## config.mk

```make
export PLATFORM = sky130hd
export DESIGN_NAME = led_matrix_scan_with_pan_top
export DESIGN_NICKNAME = d
export VERILOG_FILES = /design/src/design/lmsp_pkg.sv /design/src/design/led_matrix_scan_with_pan_top.sv /design/src/design/lmsp_regs.sv /design/src/design/lmsp_engine.sv
export SDC_FILE = /design/constraint.sdc
export NUM_CORES = 1
export LEC_CHECK = 0
export ABC_AREA = 1
export BUFFER_PORTS_ARGS = -buffer_cell sky130_fd_sc_hd__buf_4
export CAP_MARGIN = 20
export CORE_UTILIZATION = 45
export CTS_CLUSTER_DIAMETER = 200
export DETAILED_ROUTE_END_ITERATION = 12
export GPL_TIMING_DRIVEN = 0
export HOLD_SLACK_MARGIN = 0.15
export PLACE_DENSITY = 0.7
export SKIP_CTS_REPAIR_TIMING = 1
export SYNTH_ARGS = -nofsm -noshare
export SYNTH_HDL_FRONTEND = slang
export SYNTH_SLANG_ARGS = --single-unit
```

## constraint.sdc

```tcl
create_clock -name i_clk -period 6 [get_ports i_clk]
set_input_delay 0.3 -clock i_clk [delete_from_list [all_inputs] [get_ports i_clk]]
set_output_delay 0.3 -clock i_clk [all_outputs]
set_load 0.03 [all_outputs]
```

## src/design/lmsp_pkg.sv

```systemverilog
// Shared types and constants for the LED matrix scan with pan block.
`default_nettype none
package lmsp_pkg;

    localparam int unsigned CfgDataW  = 64;
    localparam int unsigned CfgAddrW  = 6;
    localparam int unsigned RegIdxW   = 3;

    // Register indexes (byte address = 8 * index)
    localparam logic [RegIdxW-1:0] REG_FRAME_ZERO   = 3'd0;
    localparam logic [RegIdxW-1:0] REG_FRAME_ONE    = 3'd1;
    localparam logic [RegIdxW-1:0] REG_FRAME_TWO    = 3'd2;
    localparam logic [RegIdxW-1:0] REG_FRAME_PERIOD = 3'd3;
    localparam logic [RegIdxW-1:0] REG_REPEAT_LIMIT = 3'd4;

    localparam logic [15:0] FRAME_PERIOD_RST = 16'd2000;
    localparam logic [7:0]  REPEAT_LIMIT_RST = 8'd25;

    // Opcodes
    localparam logic OP_TICK = 1'b0;
    localparam logic OP_KEY  = 1'b1;

    // Key codes, active low
    localparam logic [7:0] KEY_UP      = 8'hFE;
    localparam logic [7:0] KEY_DOWN    = 8'hFD;
    localparam logic [7:0] KEY_RIGHT   = 8'hF7;
    localparam logic [7:0] KEY_LEFT    = 8'hFB;
    localparam logic [7:0] KEY_RELEASE = 8'hFF;

    localparam logic [1:0]        FRAME_COUNT = 2'd3;
    localparam logic signed [3:0] MAX_PAN     = 4'sd7;

    typedef struct packed {
        logic [63:0] frame_zero;
        logic [63:0] frame_one;
        logic [63:0] frame_two;
        logic [15:0] frame_period;
        logic [7:0]  repeat_limit;
    } t_cfg;

    typedef struct packed {
        logic       opcode;
        logic [7:0] key_code;
    } t_item;

    typedef struct packed {
        logic [7:0] column_select;
        logic [7:0] row_drive_n;
    } t_result;

endpackage
`default_nettype wire

```

## src/design/led_matrix_scan_with_pan_top.sv

```systemverilog
// Top level: item handshake, input/result registers, config port and engine.
//
//  channel | handshake                   | payload
//  --------+-----------------------------+----------------------------------
//  input   | i_in_valid / o_in_stall     | i_opcode, i_key_code
//  result  | o_out_valid / i_out_stall   | o_column_select, o_row_drive_n
//  config  | psel/penable/pwrite, pready | paddr, pwdata, prdata (64 bits)
//
// One beat per cycle sustained while the result side does not stall; a scan
// tick's result passes through the input register, then the result register.
// Key samples give no result and never wait on the result side. A stalled
// result holds the stage behind it only when that stage holds a tick. Reset is
// synchronous: all scan, pan and counter state clears, period and repeat
// limit return to defaults.
`default_nettype none
module led_matrix_scan_with_pan_top (
    input  wire logic                          i_clk,
    input  wire logic                          i_rst_n,
    input  wire logic                          i_in_valid,
    output logic                               o_in_stall,
    input  wire logic                          i_opcode,
    input  wire logic [7:0]                    i_key_code,
    output logic                               o_out_valid,
    input  wire logic                          i_out_stall,
    output logic      [7:0]                    o_column_select,
    output logic      [7:0]                    o_row_drive_n,
    input  wire logic                          psel,
    input  wire logic                          penable,
    input  wire logic                          pwrite,
    input  wire logic [lmsp_pkg::CfgAddrW-1:0] paddr,
    input  wire logic [lmsp_pkg::CfgDataW-1:0] pwdata,
    output logic      [lmsp_pkg::CfgDataW-1:0] prdata,
    output logic                               pready
);

    lmsp_pkg::t_cfg    cfg;
    lmsp_pkg::t_item   r_item;
    logic              r_in_valid;
    lmsp_pkg::t_result r_result;
    logic              r_out_valid;
    lmsp_pkg::t_result result;
    logic              advance;
    logic              in_take;

    lmsp_regs u_regs (
        .i_clk   (i_clk),
        .i_rst_n (i_rst_n),
        .psel    (psel),
        .penable (penable),
        .pwrite  (pwrite),
        .paddr   (paddr),
        .pwdata  (pwdata),
        .prdata  (prdata),
        .pready  (pready),
        .o_cfg   (cfg)
    );

    lmsp_engine u_engine (
        .i_clk    (i_clk),
        .i_rst_n  (i_rst_n),
        .i_cfg    (cfg),
        .i_step   (advance),
        .i_item   (r_item),
        .o_result (result)
    );

    // Retire the held item when it makes no result or the result slot frees
    assign advance = r_in_valid &
                     ((r_item.opcode == lmsp_pkg::OP_KEY) | ~r_out_valid | ~i_out_stall);
    assign o_in_stall = r_in_valid & ~advance;
    assign in_take    = i_in_valid & ~o_in_stall;

    always_ff @(posedge i_clk) begin
        if (!i_rst_n) begin
            r_in_valid <= 1'b0;
        end else if (in_take) begin
            r_in_valid <= 1'b1;
        end else if (advance) begin
            r_in_valid <= 1'b0;
        end
    end

    always_ff @(posedge i_clk) begin
        if (in_take) begin
            r_item.opcode   <= i_opcode;
            r_item.key_code <= i_key_code;
        end
    end

    always_ff @(posedge i_clk) begin
        if (!i_rst_n) begin
            r_out_valid <= 1'b0;
        end else if (advance && r_item.opcode == lmsp_pkg::OP_TICK) begin
            r_out_valid <= 1'b1;
        end else if (!i_out_stall) begin
            r_out_valid <= 1'b0;
        end
    end

    always_ff @(posedge i_clk) begin
        if (advance && r_item.opcode == lmsp_pkg::OP_TICK) begin
            r_result <= result;
        end
    end

    assign o_out_valid     = r_out_valid;
    assign o_column_select = r_result.column_select;
    assign o_row_drive_n   = r_result.row_drive_n;

endmodule
`default_nettype wire

```

## src/design/lmsp_regs.sv

```systemverilog
// APB configuration register file for the LED matrix scan block.
`default_nettype none
module lmsp_regs (
    input  wire logic                          i_clk,
    input  wire logic                          i_rst_n,
    input  wire logic                          psel,
    input  wire logic                          penable,
    input  wire logic                          pwrite,
    input  wire logic [lmsp_pkg::CfgAddrW-1:0] paddr,
    input  wire logic [lmsp_pkg::CfgDataW-1:0] pwdata,
    output logic      [lmsp_pkg::CfgDataW-1:0] prdata,
    output logic                               pready,
    output lmsp_pkg::t_cfg                     o_cfg
);

    lmsp_pkg::t_cfg                  r_cfg;
    logic [lmsp_pkg::RegIdxW-1:0]    idx;
    logic                            wr_en;

    assign idx    = paddr[lmsp_pkg::CfgAddrW-1:lmsp_pkg::CfgAddrW-lmsp_pkg::RegIdxW];
    assign pready = 1'b1;
    assign wr_en  = psel & penable & pwrite;
    assign o_cfg  = r_cfg;

    always_ff @(posedge i_clk) begin
        if (!i_rst_n) begin
            r_cfg.frame_zero   <= '0;
            r_cfg.frame_one    <= '0;
            r_cfg.frame_two    <= '0;
            r_cfg.frame_period <= lmsp_pkg::FRAME_PERIOD_RST;
            r_cfg.repeat_limit <= lmsp_pkg::REPEAT_LIMIT_RST;
        end else if (wr_en) begin
            unique case (idx)
                lmsp_pkg::REG_FRAME_ZERO:   r_cfg.frame_zero   <= pwdata;
                lmsp_pkg::REG_FRAME_ONE:    r_cfg.frame_one    <= pwdata;
                lmsp_pkg::REG_FRAME_TWO:    r_cfg.frame_two    <= pwdata;
                lmsp_pkg::REG_FRAME_PERIOD: r_cfg.frame_period <= pwdata[15:0];
                lmsp_pkg::REG_REPEAT_LIMIT: r_cfg.repeat_limit <= pwdata[7:0];
                default: ;
            endcase
        end
    end

    always_comb begin
        unique case (idx)
            lmsp_pkg::REG_FRAME_ZERO:   prdata = r_cfg.frame_zero;
            lmsp_pkg::REG_FRAME_ONE:    prdata = r_cfg.frame_one;
            lmsp_pkg::REG_FRAME_TWO:    prdata = r_cfg.frame_two;
            lmsp_pkg::REG_FRAME_PERIOD: prdata = {48'd0, r_cfg.frame_period};
            lmsp_pkg::REG_REPEAT_LIMIT: prdata = {56'd0, r_cfg.repeat_limit};
            default:                    prdata = '0;
        endcase
    end

endmodule
`default_nettype wire

```

## src/design/lmsp_engine.sv

```systemverilog
// Scan/pan state and the single-pass result logic for one item.
`default_nettype none
module lmsp_engine (
    input  wire logic            i_clk,
    input  wire logic            i_rst_n,
    input  wire lmsp_pkg::t_cfg  i_cfg,
    input  wire logic            i_step,
    input  wire lmsp_pkg::t_item i_item,
    output lmsp_pkg::t_result    o_result
);

    logic [15:0]       r_tick_count, n_tick_count;
    logic [1:0]        r_frame_index, n_frame_index;
    logic [2:0]        r_scan_column, n_scan_column;
    logic signed [3:0] r_pan_x, n_pan_x;
    logic signed [3:0] r_pan_y, n_pan_y;
    logic [7:0]        r_hold_count, n_hold_count;

    logic [15:0]       tick_inc;
    logic [1:0]        frame_inc;
    logic [2:0]        col_next;
    logic signed [4:0] pos;
    logic [63:0]       frame;
    logic [7:0]        col_byte;
    logic [7:0]        dat;
    logic [3:0]        neg_y;
    logic [7:0]        hold_inc;

    // Tick path: counter, frame, column and shifted byte
    always_comb begin
        tick_inc  = r_tick_count + 16'd1;
        frame_inc = r_frame_index + 2'd1;
        n_tick_count  = tick_inc;
        n_frame_index = r_frame_index;
        if (tick_inc >= i_cfg.frame_period) begin
            n_tick_count  = '0;
            n_frame_index = (frame_inc >= lmsp_pkg::FRAME_COUNT) ? 2'd0 : frame_inc;
        end
        col_next      = r_scan_column + 3'd1;
        n_scan_column = col_next;

        case (n_frame_index)
            2'd1:    frame = i_cfg.frame_one;
            2'd2:    frame = i_cfg.frame_two;
            default: frame = i_cfg.frame_zero;
        endcase

        pos      = $signed({2'b00, col_next}) + 5'(r_pan_x);
        col_byte = 8'(frame >> {pos[2:0], 3'b000});
        // Blank positions left of column 0 or right of column 7
        dat      = (pos[4:3] == 2'b00) ? col_byte : 8'd0;
        neg_y    = 4'(-r_pan_y);
        if (r_pan_y > 4'sd0) begin
            dat = dat >> r_pan_y[2:0];
        end else if (r_pan_y < 4'sd0) begin
            dat = dat << neg_y[2:0];
        end

        o_result.column_select = 8'd1 << col_next;
        o_result.row_drive_n   = ~dat;
    end

    // Key path: repeat counter and saturating pan steps
    always_comb begin
        hold_inc     = r_hold_count + 8'd1;
        n_pan_x      = r_pan_x;
        n_pan_y      = r_pan_y;
        n_hold_count = hold_inc;
        if (i_item.key_code == lmsp_pkg::KEY_RELEASE) begin
            n_hold_count = '0;
        end else if (hold_inc > i_cfg.repeat_limit) begin
            n_hold_count = '0;
            case (i_item.key_code)
                lmsp_pkg::KEY_UP:
                    if (r_pan_y < lmsp_pkg::MAX_PAN) n_pan_y = r_pan_y + 4'sd1;
                lmsp_pkg::KEY_DOWN:
                    if (r_pan_y > -lmsp_pkg::MAX_PAN) n_pan_y = r_pan_y - 4'sd1;
                lmsp_pkg::KEY_RIGHT:
                    if (r_pan_x < lmsp_pkg::MAX_PAN) n_pan_x = r_pan_x + 4'sd1;
                lmsp_pkg::KEY_LEFT:
                    if (r_pan_x > -lmsp_pkg::MAX_PAN) n_pan_x = r_pan_x - 4'sd1;
                default: ;
            endcase
        end
    end

    always_ff @(posedge i_clk) begin
        if (!i_rst_n) begin
            r_tick_count  <= '0;
            r_frame_index <= '0;
            r_scan_column <= '0;
            r_pan_x       <= '0;
            r_pan_y       <= '0;
            r_hold_count  <= '0;
        end else if (i_step) begin
            if (i_item.opcode == lmsp_pkg::OP_TICK) begin
                r_tick_count  <= n_tick_count;
                r_frame_index <= n_frame_index;
                r_scan_column <= n_scan_column;
            end else begin
                r_pan_x      <= n_pan_x;
                r_pan_y      <= n_pan_y;
                r_hold_count <= n_hold_count;
            end
        end
    end

endmodule
`default_nettype wire
```

# [After elaboration in Yosys (flattened, before gate mapping)]
# Cells that the tools add are included.
[totals] out_inout_bits=83 inputBits=86 romBits=0 reg_bits=280 wordCells=105 mem_count=0 latch_bits=0 ramBits=0
[classes] mux=20 magnitude_cmp=9 shifts=4 n_eq_ne=16 add_sub_neg=10 mul=0 div_mod_pow=0 bitwise=14 n_reduce_logical=15
[ops] operator="case mux 64 bit (5 select lines)" count=1
[ops] operator="case mux 64 bit (2 select lines)" count=1
[ops] operator=">> shifter 64 x 6 -> 8 bit" count=1
[ops] operator="equality test 8 bit (second input constant)" count=5
[ops] operator="2-to-1 mux 8 bit" count=5
[ops] operator="adder 16 x 1 -> 16 bit (second input constant)" count=1
[ops] operator=">= comparator 16 bit" count=1
[ops] operator="2-to-1 mux 16 bit" count=1
[ops] operator="2-to-1 mux 4 bit" count=4
[ops] operator="case mux 4 bit (2 select lines)" count=2
[ops] operator="AND reduction 2 bit" count=7
[ops] operator="AND reduction 7 bit" count=2
[ops] operator="inequality test 2 x 1 -> 1 bit (second input constant)" count=5
[ops] operator="adder 4 x 2 -> 4 bit (second input constant)" count=2
[ops] operator="adder 8 x 1 -> 8 bit (second input constant)" count=1
[ops] operator="> comparator 4 bit (second input constant)" count=2
[ops] operator="> comparator 8 bit" count=1
[ops] operator="less-than comparator 4 bit (second input constant)" count=2
[ops] operator="NOT 8 bit" count=1
[ops] operator="left shift 1 x 3 -> 8 bit (first input constant)" count=1
[ops] operator="left shift 8 x 3 -> 8 bit" count=1
[ops] operator=">> shifter 8 x 3 -> 8 bit" count=1
[ops] operator="subtractor 4 x 2 -> 4 bit (second input constant)" count=2
[ops] operator="equality test 3 x 2 -> 1 bit (second input constant)" count=2
[ops] operator="20 further kinds" count=36

# [Longest topological paths before layout]
# Gate-level depths: netlist of the first run.
[logic_depth] ltp_word=12 depth_mapped=34 ltp_nobuf=32

# [Hierarchy]
# Synthesis of the first run repeated with hierarchy kept, for this count alone.
[hier_totals] hier_cells=2696 area_unflattened_um2=16666.0
[modules_own_cells] module="lmsp_regs" area_each_um2=10117.2 cells_per_inst=1613 seq_area_each_um2=4324.1 instances=1
[modules_own_cells] module="lmsp_engine" area_each_um2=5690.5 cells_per_inst=1040 seq_area_each_um2=740.7 instances=1
[modules_own_cells] module="led_matrix_scan_with_pan_top" area_each_um2=858.3 cells_per_inst=43 seq_area_each_um2=790.8 instances=1

# [Worst setup path after synthesis of the first run]
# Ideal clock, no wire load.
[synth_timing] path_kind="register to register" from="register u_engine.r_tick_count[4]" to="register r_result (netlist bit o_row_drive_n[5]) (data pin)" synth_period_minus_slack_ps=3990 stages_incl_launch_ff=33 arrival_ps=3737 setup_slack_ps=2010 setup_ps=252 required_time_ps=5748 path_cell_list="dfxtp_1 inv_1 nor4_1 nand2_1 nor2_1 nand3_1 xnor2_1 ha_1 nand2_1 inv_1 nand3_1 nor3_1 nand3_1 nand3_1 clkinv_1 nand2_1 nand2_1 ha_1 buf_6 inv_2 buf_6 buf_6 nand2_1 nand2_1 nand3_1 nand3_1 nand3_1 nor2_1 nand2_1 o21ai_1 nand2_1 nand2_1 nand2_1"
[synth_lines] item="from (decl)" line_no="lmsp_engine.sv:12" rtl="logic [15:0] r_tick_count, n_tick_count;"
[synth_lines] item="from (signal assigned)" line_no="lmsp_engine.sv:97" rtl="r_tick_count <= n_tick_count;"
[synth_lines] item="to (signal assigned)" line_no="led_matrix_scan_with_pan_top.sv:102" rtl="r_result <= result;"
[synth_lines] item="to (decl)" line_no="led_matrix_scan_with_pan_top.sv:39" rtl="lmsp_pkg::t_result r_result;"

==> flow_summary.toml, run 1 <==
[synthesis]
synthDistinctLibCells = 48
synth.most_common_cell = "nand2_1"
syn_inst = 2242
synth_common_cells = "nand2_1 (568), nor2_1 (381), dfxtp_1 (255)"
ys_ff_latch = 280
synth_async_sr_flop_share = 0
synthTopCellsByArea = "dfxtp_1 (34%), nand2_1 (14%), nor2_1 (9.5%)"
syn_avg_cell_area_sq_um = 6.687
ys_seq_area_frac = 0.3906
synth.cell_area_sq_um = 14990
ys.flop_type = "dfxtp_1"
ys_warn_count = 0
synth_top_cell_by_area = "dfxtp_1"
synth_top_area_share = 0.3405
synth_fp_nets = 2373
synth-edff-count = 25

[placed_design]
placed_area_sq_um = 16780
place_ws_ns = 0.6951
portBuffers = 164
gp_congestion = 1.000
dp_hpwl_um = 43330

[sta]
report.final.slew_viol_count = 0
tns_ns = 0
fin_crit_sh = 0.9171
rsz0062_at_grt = "false"
fin_worst_skew_ns = 0.02865
fin_worst_hold_slack_ns = 0.1370
slew-limit-headroom = 0.2238
hold_viol_final = 0
fin_crit_ns = 5.502
fmax_ghz = 0.1817
tightest_slew_ns = 1.164
setup-violations-final = 0
worst_slack_ns = 0.4976

[global_routing]
antenna_found_initial = 0
grt_pass1_vias = 15231
grt_use_total = 0.3478
grt_pass1_wl_um = 89300
grt_max_degree = 26
grt_overflow_total = 0

[cts]
cts.sinks = 280
clk_pin_slew_ns = 0.06
numCtsBuffers = 30
clock_latency_ns = 0.59
cts_htree_levels = 1
cts_tree = "done"
clock_path_buffers = 3
cts-root-buf = "clkbuf_16"

[floorplanning]
fp.dieH_um = 184.5
die_w_um = 184.5
ioPinCount = 169
rows = 66
die_area_sq_um = 34050
core_sq_um = 32620
initial_core_util = 0.4596

[detailed_routing]
viasPerCell = 5.687
vias = 16937
wl_met2_um = 26970
drc = 0
drt-met1-wl_um = 24990
drt_iter0_drc = 1899
drt_wl_total_um = 61150
final_antenna_net_count = 0
wl_met3_um = 6557
first_pass_iters = 7
highest_layer = "met4"
wl_per_cell_um = 20.53

[pwr]
p_per_area_nw_per_um2 = 238.2
p_seq_frac = 0.438
p_leak_nw = 8.062
p_int_mw = 3.199
switching_share = 0.2757
ir_worst_vdd_v = 0.0002392
comb_power_share = 0.125
power_frac_clock = 0.436
switchingPower_mw = 1.218

[critical_path]
rrSetupSlack_ns = 0.50
critPathArrivalTime_ns = 5.82
criticalPathCategory = "flip-flop to flip-flop"
crit_required_ns = 6.31
cp_max_fo = 10
crit_buf_inv = 6
cp-end-kind = "flip-flop"
critPathTopFamily = "simple AND/OR/NAND/NOR gates"
cpPeakStageDelay_ns = 0.37
start_kind = "flip-flop"
critPathSlowestCell = "buf_2"

[finish]
syn2layout_area_growth_pct = 23.69
post_route_cells_drive_above_1_share = 0.1144
n_fill_cell = 3162
antennaDiodeCount = 0
nets = 2644
utilization = 0.5685
stdcell_area_sq_um = 18540

[run]
drv_cap = 0

[run_status]
status = "completed"

[min_path]
min_path_type = "primary input to flip-flop"
==> power by group through the flow <==
stage          clock network, mW  logic, mW  registers (mW)
6_report                    1.93      0.554            1.94
3_3_place_gp                   0      0.488            1.98
4_1_cts                     1.93      0.493            1.94
2_1_floorplan                  0      0.254            1.98
5_1_grt                     2.00      0.579            1.94
3_5_place_dp                   0      0.491            1.98
==> placed cells by master (no fill, tap or decap), types with 31 or more instances in the layout <==
master,Yosys,final
inv_1,127,127
dfxtp_1,255,255
o211ai_1,35,35
clkbuf_16,0,31
nor2_1,381,381
o21ai_0,235,235
ha_1,42,42
clkbuf_1,75,78
nand3_1,206,206
buf_4,17,181
a21oi_1,122,122
nand2_1,568,568
dlygate4sd3_1,0,75
==> worst register-to-register path: cells and delay by family, from the launching register on <==
| kind | cells | cell delay (ns) |
|---|---|---|
| AND/OR/NAND/NOR | 21 | 2.87 |
| adder cells (fa/ha/maj) | 3 | 0.80 |
| flip-flops | 1 | 0.36 |
| buffers and inverters | 6 | 0.92 |
| XOR/XNOR | 1 | 0.18 |
| AO/OA/AOI/OAI | 1 | 0.10 |
==> state kept, by name, summed over array words and instances, names as in the netlist <==
signal	count
u_engine.r_hold_count	8
o_out_valid	1
r_in_valid	1
u_engine.r_tick_count	16
o_row_drive_n	8
u_engine.r_pan_x	4
u_engine.r_scan_column	3
u_engine.r_pan_y	4
o_column_select	8
u_engine.r_frame_index	2
r_item	9
u_regs.o_cfg	216
==> layout make-up <==
type	count	area, sq um	share of cell area
clock buffers	40	869.6	0.04690
plain buffers	137	660.6	0.03563
repair buffers	239	1982	0.1069
flip-flops and latches	280	5856	0.3158
multi-input cells	1688	7959	0.4292
well taps	442	553.0	0.02982
inverters	137	516.7	0.02787
clock inverters	15	146.4	0.007895
==> worst paths after layout <==
check	startpoint	endpoint	depth (start not counted)
worst max-delay path	u_engine.r_tick_count[1]$_SDFFE_PN0P_	o_row_drive_n[2]$_DFFE_PP_	32
worst max register to register	u_engine.r_tick_count[1]$_SDFFE_PN0P_	o_row_drive_n[2]$_DFFE_PP_	32
worst min-delay path	i_rst_n	u_engine.r_hold_count[2]$_SDFFE_PN0P_	3
worst min register to register	u_engine.r_hold_count[7]$_SDFFE_PN0P_	u_engine.r_hold_count[7]$_SDFFE_PN0P_	2
==> per-stage QoR <==
step / power (mW) / cells
after floorplan: 2.234 / 2242
after global placement: 2.464 / 2848
after detailed placement: 2.468 / 2848
after CTS: 4.360 / 2903
after global routing: 4.518 / 2978
final: 4.417 / 2978
==> per-layer routing <==
layer / track usage / vias up
met1: 0.4662 / 7892
met2: 0.5528 / 991
met4: 0.1380 / 0
li1: - / 7870
met3: 0.06026 / 184
met5: 0 / -
==> kinds of logic after synthesis <==
kind of cell    count (synthesis)  synth area share
buf+inv                       274           0.07853
flops                         280            0.3906
other cells                     1         0.0002501
simple gates                 1193            0.3240
xor+xnor                       23           0.01394
compound gates                426            0.1536
fa+ha+maj                      45           0.03906
No activity file was read; power rests on OpenSTA's default activity.
==> inputs of run 2 (changes only) <==
Settings changed: ABC_AREA 1 to default, SYNTH_HIERARCHICAL from default to 1.
Clock period 6 ns to 6.5 ns, I/O delays scaled along.
==> run 2 against run 1 <==
  * Sequential cell count is the same
  * Global-route usage decreased by 2.2 points
  * Critical path depth decreased by 6
  * Hold slack gained 0.022 ns
  * Register-to-register slack worse by 0.35 ns
==> flow_summary.toml, run 2 <==
[finish]
multi_input_area_sq_um = 9432
nets = 2159
post_route_cells_drive_above_1_share = 0.1785
syn2layout_area_growth_pct = 22.99
mostFrequentLayoutCells = "nand2_1 (337), mux2i_1 (281), dfxtp_1 (255), buf_4 (193), nor2_1 (97)"
final_common_cell = "nand2_1"
antennaDiodeCount = 0
largest_reg_flops = 216
finalNonFillerCells = 2511
regArea_sq_um = 5856
stdcell_area_sq_um = 19960
utilization = 0.5625
n_fill_cell = 3163

[sta]
fin_crit_sh = 0.9779
tns_ns = 0
slew-limit-headroom = 0.3828
worst_slack_ns = 0.1439
hold_viol_final = 0
setup-violations-final = 0
fin_crit_ns = 6.356
report.final.slew_viol_count = 0
fin_worst_hold_slack_ns = 0.1593
fin_worst_skew_ns = 0.01742
tightest_slew_ns = 0.9258
fmax_ghz = 0.1573

[synthesis]
synth.cell_area_sq_um = 16230
syn_inst = 1764
ys.flop_type = "dfxtp_1"
synth-edff-count = 25
ys_seq_area_frac = 0.3609
synth_top_area_share = 0.3146
ys_warn_count = 6
synth_async_sr_flop_share = 0
synth_top_cell_by_area = "dfxtp_1"
synth_common_cells = "nand2_1 (337), mux2i_1 (281), dfxtp_1 (255)"
synth_fp_nets = 1896
synthDistinctLibCells = 87
syn_avg_cell_area_sq_um = 9.199
synth.most_common_cell = "nand2_1"
ys_ff_latch = 280
synthTopCellsByArea = "dfxtp_1 (31%), mux2i_1 (17%), nand2_1 (7.8%)"

[critical_path]
criticalPathCategory = "flip-flop to flip-flop"
r2r-start = "u_engine/r_tick_count[0]$_SDFFE_PN0P_"
critPathTopFamily = "compound AO/OA/AOI/OAI gates"
start_kind = "flip-flop"
critPathArrivalTime_ns = 6.65
critPathSlowestCell = "a311oi_2"
cpPeakStageDelay_ns = 0.52
cp_max_fo = 10
crit_buf_inv = 4
cp.depth = 26
ff2ff_path_depth = 26
crit_required_ns = 6.79
crit_end = "o_row_drive_n[2]$_DFFE_PP_"
rrSetupSlack_ns = 0.14
cp-end-kind = "flip-flop"
rr_endpoint = "o_row_drive_n[2]$_DFFE_PP_"
crit_path_start = "u_engine/r_tick_count[0]$_SDFFE_PN0P_"

[placed_design]
portBuffers = 162
placed_area_sq_um = 18020
placed_cells = 2387
place_ws_ns = -0.2510
gp_congestion = 1.015
dp_hpwl_um = 45370

[pwr]
p_leak_nw = 8.293
switchingPower_mw = 1.008
ir_worst_vdd_v = 0.0002117
p_seq_frac = 0.421
comb_power_share = 0.091
finalPower_mw = 4.210
p_per_area_nw_per_um2 = 210.9
switching_share = 0.2393
power_frac_clock = 0.487
p_int_mw = 3.202

[detailed_routing]
viasPerCell = 6.139
drc = 0
final_antenna_net_count = 0
first_pass_iters = 6
wl_per_cell_um = 24.72
drt_iter0_drc = 1734
drt_wl_total_um = 62060
vias = 15416

[global_routing]
grt_pass1_wl_um = 89880
grt_max_degree = 17
antenna_found_initial = 1
grt_pass1_vias = 14560
grt_use_total = 0.3259
grt_overflow_total = 0

[floorplanning]
core_sq_um = 35480
die_area_sq_um = 36820
ioPinCount = 169
die_w_um = 191.9
rows = 69
fp.dieH_um = 191.9
initial_core_util = 0.4573

[min_path]
min_path_type = "primary input to flip-flop"
whs_path_depth = 3

[run_status]
status = "completed"

[cts]
clock_latency_ns = 0.58
cts_tree = "done"
cts-root-buf = "clkbuf_16"
cts_htree_levels = 1
cts.sinks = 280
numCtsBuffers = 31
clock_path_buffers = 3
clk_pin_slew_ns = 0.07

[run]
drv_cap = 0
-- run 2: cell type report --
type,count,area share
multi-input cells,1292,0.4726
flip-flops and latches,280,0.2934
repair buffers,231,0.09542
clock buffers,38,0.04319
plain buffers,137,0.04000
well taps,461,0.02890
clock inverters,18,0.01624
inverters,54,0.01028
-- run 2: tightest hold or removal path, cell delays in order --
cell     delay, ns
buf_4         0.09
nand2_1       0.12
mux2i_1       0.15
-- run 2: layer usage --
layer | GRT usage | part of all wire
met1 | 0.4400 | 0.41
met2 | 0.4958 | 0.44
met3 | 0.06687 | 0.099
met4 | 0.1535 | 0.050
met5 | 0 | 0.00027
-- run 2: worst min-delay path by stage --
stage	startpoint	to	slack [ns]
6_report	pwdata[13]	u_regs/o_cfg[21]$_SDFFE_PN0P_	0.16
5_1_grt	pwdata[13]	u_regs/o_cfg[21]$_SDFFE_PN0P_	0.15
4_1_cts	i_key_code[6]	r_item[6]$_DFFE_PP_	-0.08
3_5_place_dp	u_regs/o_cfg[87]$_SDFFE_PN0P_	u_regs/o_cfg[87]$_SDFFE_PN0P_	0.46
3_3_place_gp	u_regs/o_cfg[27]$_SDFFE_PN0P_	u_regs/o_cfg[27]$_SDFFE_PN0P_	0.45
2_1_floorplan	i_key_code[0]	r_item[0]$_DFFE_PP_	0.42
-- run 2: power by group through the flow --
stage,combinational [mW],clock [mW],sequential (mW)
floorplan,0.195,0,1.81
global placement,0.336,0,1.81
detailed placement,0.339,0,1.81
CTS,0.340,2.06,1.77
global route,0.401,2.13,1.77
finish,0.385,2.05,1.77
-- run 2: kinds of logic after synthesis --
kind of cell    after synthesis  synth area share
buf+inv                     192           0.06169
flops                       280            0.3609
other cells                   1         0.0002311
fa+ha+maj                    46           0.03686
mux                         310            0.2101
simple gates                589            0.1605
xor+xnor                     32           0.01773
compound gates              314            0.1520
